### src/rtl/lc3_pkg.sv
// Shared types and constants for the LC-3 instruction executor.
`default_nettype none
package lc3_pkg;
  localparam int MEM_ADDR_BITS = 16;

  localparam logic [1:0] OUTCOME_DONE    = 2'd0;
  localparam logic [1:0] OUTCOME_TRAP    = 2'd1;
  localparam logic [1:0] OUTCOME_ILLEGAL = 2'd2;

  localparam logic [3:0] OP_BR   = 4'd0;
  localparam logic [3:0] OP_ADD  = 4'd1;
  localparam logic [3:0] OP_LD   = 4'd2;
  localparam logic [3:0] OP_ST   = 4'd3;
  localparam logic [3:0] OP_JSR  = 4'd4;
  localparam logic [3:0] OP_AND  = 4'd5;
  localparam logic [3:0] OP_LDR  = 4'd6;
  localparam logic [3:0] OP_STR  = 4'd7;
  localparam logic [3:0] OP_RTI  = 4'd8;
  localparam logic [3:0] OP_NOT  = 4'd9;
  localparam logic [3:0] OP_LDI  = 4'd10;
  localparam logic [3:0] OP_STI  = 4'd11;
  localparam logic [3:0] OP_JMP  = 4'd12;
  localparam logic [3:0] OP_RES  = 4'd13;
  localparam logic [3:0] OP_LEA  = 4'd14;
  localparam logic [3:0] OP_TRAP = 4'd15;

  localparam logic [2:0] FLAG_Z = 3'b010;

  typedef struct packed {
    logic        operation;
    logic [15:0] mem_address;
    logic [15:0] data;
  } lc3_in_t;

  typedef struct packed {
    logic [1:0]  outcome;
    logic [15:0] fetched_word;
    logic [15:0] next_pc;
    logic [2:0]  flags_nzp;
    logic [7:0]  trap_vector;
  } lc3_out_t;

  // memory address source select
  localparam logic [1:0] ASEL_LOAD = 2'd0;
  localparam logic [1:0] ASEL_PC   = 2'd1;
  localparam logic [1:0] ASEL_EA   = 2'd2;
  localparam logic [1:0] ASEL_MDR  = 2'd3;

  typedef struct packed {
    logic       load_ir;     // capture memory read data as instruction
    logic       load_mdr;    // capture memory read data as operand
    logic       mem_rd;
    logic       mem_wr;
    logic [1:0] addr_sel;
    logic       wr_load;     // write data comes from input transaction
    logic       execute;     // commit register, pc and flag updates
    logic       capture;     // latch input transaction
    logic       emit;        // drive result
    logic       emit_load;   // result of a load transaction
  } lc3_cmd_t;

  typedef struct packed {
    logic       operation;
    logic [3:0] opcode;
  } lc3_status_t;
endpackage
`default_nettype wire

### src/rtl/lc3_control.sv
// LC-3 controller state machine sequencing fetch, memory access and execute.
`default_nettype none
module lc3_control
  import lc3_pkg::*;
(
  input  wire logic        clk,
  input  wire logic        rst_n,
  input  wire logic        start,
  input  wire lc3_status_t status,
  output logic             busy,
  output logic             emit_r,
  output lc3_cmd_t         cmd
);
  localparam logic [2:0] S_IDLE  = 3'd0;
  localparam logic [2:0] S_LOAD  = 3'd1;
  localparam logic [2:0] S_FETCH = 3'd2;
  localparam logic [2:0] S_DEC   = 3'd3;
  localparam logic [2:0] S_IND   = 3'd4;
  localparam logic [2:0] S_MEM   = 3'd5;
  localparam logic [2:0] S_EXEC  = 3'd6;

  logic [2:0] state_r, state_nxt;
  logic       emit_nxt;
  logic [3:0] opc;

  assign opc  = status.opcode;
  assign busy = (state_r != S_IDLE);

  always_comb begin
    cmd       = '0;
    state_nxt = state_r;
    emit_nxt  = 1'b0;
    unique case (state_r)
      S_IDLE: begin
        cmd.capture = start;
        if (start) state_nxt = S_LOAD;
      end
      S_LOAD: begin
        if (!status.operation) begin
          cmd.addr_sel  = ASEL_LOAD;
          cmd.wr_load   = 1'b1;
          cmd.mem_wr    = 1'b1;
          cmd.emit      = 1'b1;
          cmd.emit_load = 1'b1;
          emit_nxt      = 1'b1;
          state_nxt     = S_IDLE;
        end else begin
          cmd.addr_sel = ASEL_PC;
          cmd.mem_rd   = 1'b1;
          state_nxt    = S_FETCH;
        end
      end
      S_FETCH: begin
        cmd.load_ir = 1'b1;
        state_nxt   = S_DEC;
      end
      S_DEC: begin
        cmd.addr_sel = ASEL_EA;
        if (opc == OP_LD || opc == OP_LDR || opc == OP_LDI || opc == OP_STI) begin
          cmd.mem_rd = 1'b1;
          state_nxt  = (opc == OP_LDI || opc == OP_STI) ? S_IND : S_EXEC;
        end else if (opc == OP_ST || opc == OP_STR) begin
          cmd.mem_wr = 1'b1;
          state_nxt  = S_EXEC;
        end else begin
          state_nxt = S_EXEC;
        end
      end
      S_IND: begin
        cmd.load_mdr = 1'b1;
        state_nxt    = S_MEM;
      end
      S_MEM: begin
        cmd.addr_sel = ASEL_MDR;
        if (opc == OP_STI) cmd.mem_wr = 1'b1;
        else cmd.mem_rd = 1'b1;
        state_nxt = S_EXEC;
      end
      S_EXEC: begin
        cmd.execute = 1'b1;
        cmd.emit    = 1'b1;
        emit_nxt    = 1'b1;
        state_nxt   = S_IDLE;
      end
      default: state_nxt = S_IDLE;
    endcase
  end

  always_ff @(posedge clk) begin
    if (!rst_n) begin
      state_r <= S_IDLE;
      emit_r  <= 1'b0;
    end else begin
      state_r <= state_nxt;
      emit_r  <= emit_nxt;
    end
  end
endmodule
`default_nettype wire

### config.mk
export PLATFORM = sky130hd
export DESIGN_NAME = lc3_control
export DESIGN_NICKNAME = d
export VERILOG_FILES = /design/src/rtl/lc3_pkg.sv /design/src/rtl/lc3_control.sv
export SDC_FILE = /design/constraint.sdc
export NUM_CORES = 1
export LEC_CHECK = 0
export BUFFER_PORTS_ARGS = -buffer_cell sky130_fd_sc_hd__buf_2
export CORE_AREA = 2 2 39 41
export CTS_CLUSTER_DIAMETER = 100
export DETAILED_ROUTE_END_ITERATION = 6
export DIE_AREA = 0 0 41 43
export SYNTH_ARGS = -nofsm -noshare
export SYNTH_HDL_FRONTEND = slang
export SYNTH_SLANG_ARGS = --single-unit
### constraint.sdc
create_clock -name clk -period 1.45 [get_ports clk]
set_input_delay 0.145 -clock clk [delete_from_list [all_inputs] [get_ports clk]]
set_output_delay 0.145 -clock clk [all_outputs]
set_load 0.1 [all_outputs]
==> results by group <==
Floorplan
  – Die X: a little over 40 um
  – Initial Util: 22.78%
  – Core area: 1384 sq um
  – Die area: 1763 sq um
  – Die H: 43 um
  – Std-Cell Rows: 14
  – # IOs: 21

Cells and area
  – # nets final: 79
  – Register Area: 85.08 sq um
  – Area grow syn2layout: 143.3%
  – Ant diodes: 0
  – Non-filler cells, final: 85
  – Fill cells: 119
  – Layout cells sized above 1: about two thirds
  – Post-layout util: 55.43%
  – Combined area of the multi-input logic cells: 284.0 sq um

Logic synthesis
  – Yosys top cell area share: 25.40%
  – Synth Net Count: 51
  – Mapped Area: 315.3 sq um
  – Post-synthesis sequential area ratio: 25.40%
  – Primary FF master, synth: dfxtp_1
  – Seq cells post-synth: 4
  – Netlist cell types: 20
  – Ys Warns: 0
  – Synth area leader: dfxtp_1
  – Synth top cells by count: nand2_1, nor2_1, dfxtp_1, nand2b_1
  – Async SR Flop Fraction: 0%
  – Post-Syn Instances: 43
  – EDFF count, synth: 0
  – Post-Syn Area per Cell: between 7 and 8 sq um
  – Top cells by area, synth: dfxtp_1, nand2b_1, buf_4

Critical path
  – CP max-delay cell: or3_4
  – Crit path required time: ~1.3 ns
  – CP endpoint kind: output port
  – CP arrival: 1.40 ns
  – Max FO, Critical Path: 4
  – Worst path top cell family by delay: simple AND/OR/NAND/NOR gates
  – CP startpoint kind: register
  – CP Class: reg -> out
  – Crit-path cells: buf_6, or3_4, nor2_4, buf_12
  – Crit path buf inv count: 2
  – CP max stage delay: 0.42 ns

CTS
  – Longest Clk Path Bufs: 2
  – Root Driver: clkbuf_4
  – H-tree depth: 1
  – CTS Sinks: 4
  – # hold bufs at CTS: 0
  – Total CTS buffers: 3
  – Clk slew on worst S/H paths: 0.04 ns
  – Worst-Skew Late Latency: 0.24 ns
  – CTS tree: built

Placed design
  – Placed Cells: 81
  – HPWL after detailed placement: between 700 and 800 um
  – Gpl congestion: 0.7874
  – PortBufs: 20

Outcome
  – Failing checks: negative setup slack
  – Run status: complete, but fails checks

Routing
  – Final wirelength: 876 um
  – Initial DRC count: 3
  – WL/cell: 10.31 um
  – Via count: 384
  – TritonRoute pass-1 iters: 4
  – DRC errors left: 0
  – Via density: about 4.5
  – Antenna Nets Post-Route: 0

Timing
  – Slew @ Worst Pin: 0.4818 ns
  – Final setup fails: 3
  – Worst hold margin: roughly 0.15 ns
  – Final min period: 1.545 ns
  – Final worst path period share: 106.6%
  – Fmax: ~650 MHz
  – Final WS setup: -0.09524 ns
  – TNS Setup: -0.1954 ns
  – Unrepaired setup endpoints after global routing: yes
  – Final Skew: 0.0003961 ns
  – Final Hold Vio Count: 0
  – Max_slew headroom: 68.10%
  – Final Max Tran Viols: 0

Global routing
  – GRT Total Usage: 12.86%
  – Largest net degree at the start of global routing: 8
  – Grt total ovfl: 0
  – Initial antenna violation count: 0
  – First-pass GRT wire length: 1573 um
  – Vias in the first global route: roughly 400

Power and ir drop
  – Peak supply drop: approximately 0.43 mV
  – Pwr Total: 0.0006468 W
  – Leakage: about 0.3 nW
  – Cell Pwr Density: 843.3 nW/um^2

Run
  – Max Cap Viol: 0

Hold path
  – Hold/Removal Path Class: in -> reg
[power by group]
group,internal (W),switching [W]
Combinational,0.000139,0.000238
Clock,0.0000929,0.0000508
Sequential,0.000117,0.00000856
[final timing paths]
kind | from | endpoint | slack (ns) | depth (start not counted)
worst min-delay path | rst_n | emit_r$_SDFF_PN0_ | 0.15 | 2
worst max register to register | state_r[1]$_SDFFE_PN0P_ | state_r[1]$_SDFFE_PN0P_ | 0.24 | 4
worst max-delay path | state_r[1]$_SDFFE_PN0P_ | cmd[2] | -0.1 | 4
worst min register to register | state_r[0]$_SDFFE_PN0P_ | state_r[0]$_SDFFE_PN0P_ | 0.63 | 2
[what timing repair did]
item / in CTS / in global routing
buffers inserted: 1 / 0
endpoints found under the setup margin: 6 / 7
pin swaps: 3 / 0
resized for setup: 10 / 1
[sequential cells by signal, summed over array words and instances (netlist names)]
register  count
state_r       3
emit_r        1
[layout by cell type, fill, tap and decap left out, drive strengths merged]
cell	instances
buf	27
nand2	6
nor2	6
nand2b	4
dfxtp	4
clkbuf	3
nor3	3
o32ai	2
or3	2
inv	2
a21oi	2
nand3b	1
o21bai	1
clkinvlp	1
nor2b	1
o21ai	1
o211ai	1
and2	1
a21boi	1
[layout make-up]
type	count	share of cell area [%]
Tap cell	16	2.610
Inverter	3	1.958
Multi-Input combinational cell	32	37.03
Clock buffer	3	2.936
Timing Repair Buffer	27	44.37
Sequential cell	4	11.09
[metrics by stage]
stage          area (sq um)  setup slack [ns]
6_report              767.0          -0.09524
5_1_grt               767.0           -0.1147
4_1_cts               764.5          -0.09465
3_5_place_dp          689.4           0.05287
3_3_place_gp          689.4           0.06313
2_1_floorplan         392.9           -0.4960
[layer usage]
layer | vias to the layer above | routed length, um | GRT usage, %
li1 | 198 | - | -
met1 | 165 | 359 | 14.52
met2 | 19 | 437 | 20.94
met3 | 2 | 64 | 2.094
met4 | 0 | 14 | 8.000
met5 | - | 0 | 0
[cells by family after synthesis]
kind of cell	count (synthesis)	share of synthesized area, %
AO/OA/AOI/OAI	8	21.43
AND/OR/NAND/NOR	24	38.89
buffers and inverters	7	14.28
flip-flops	4	25.40
Note: power is estimated with default switching activity, not from simulation.
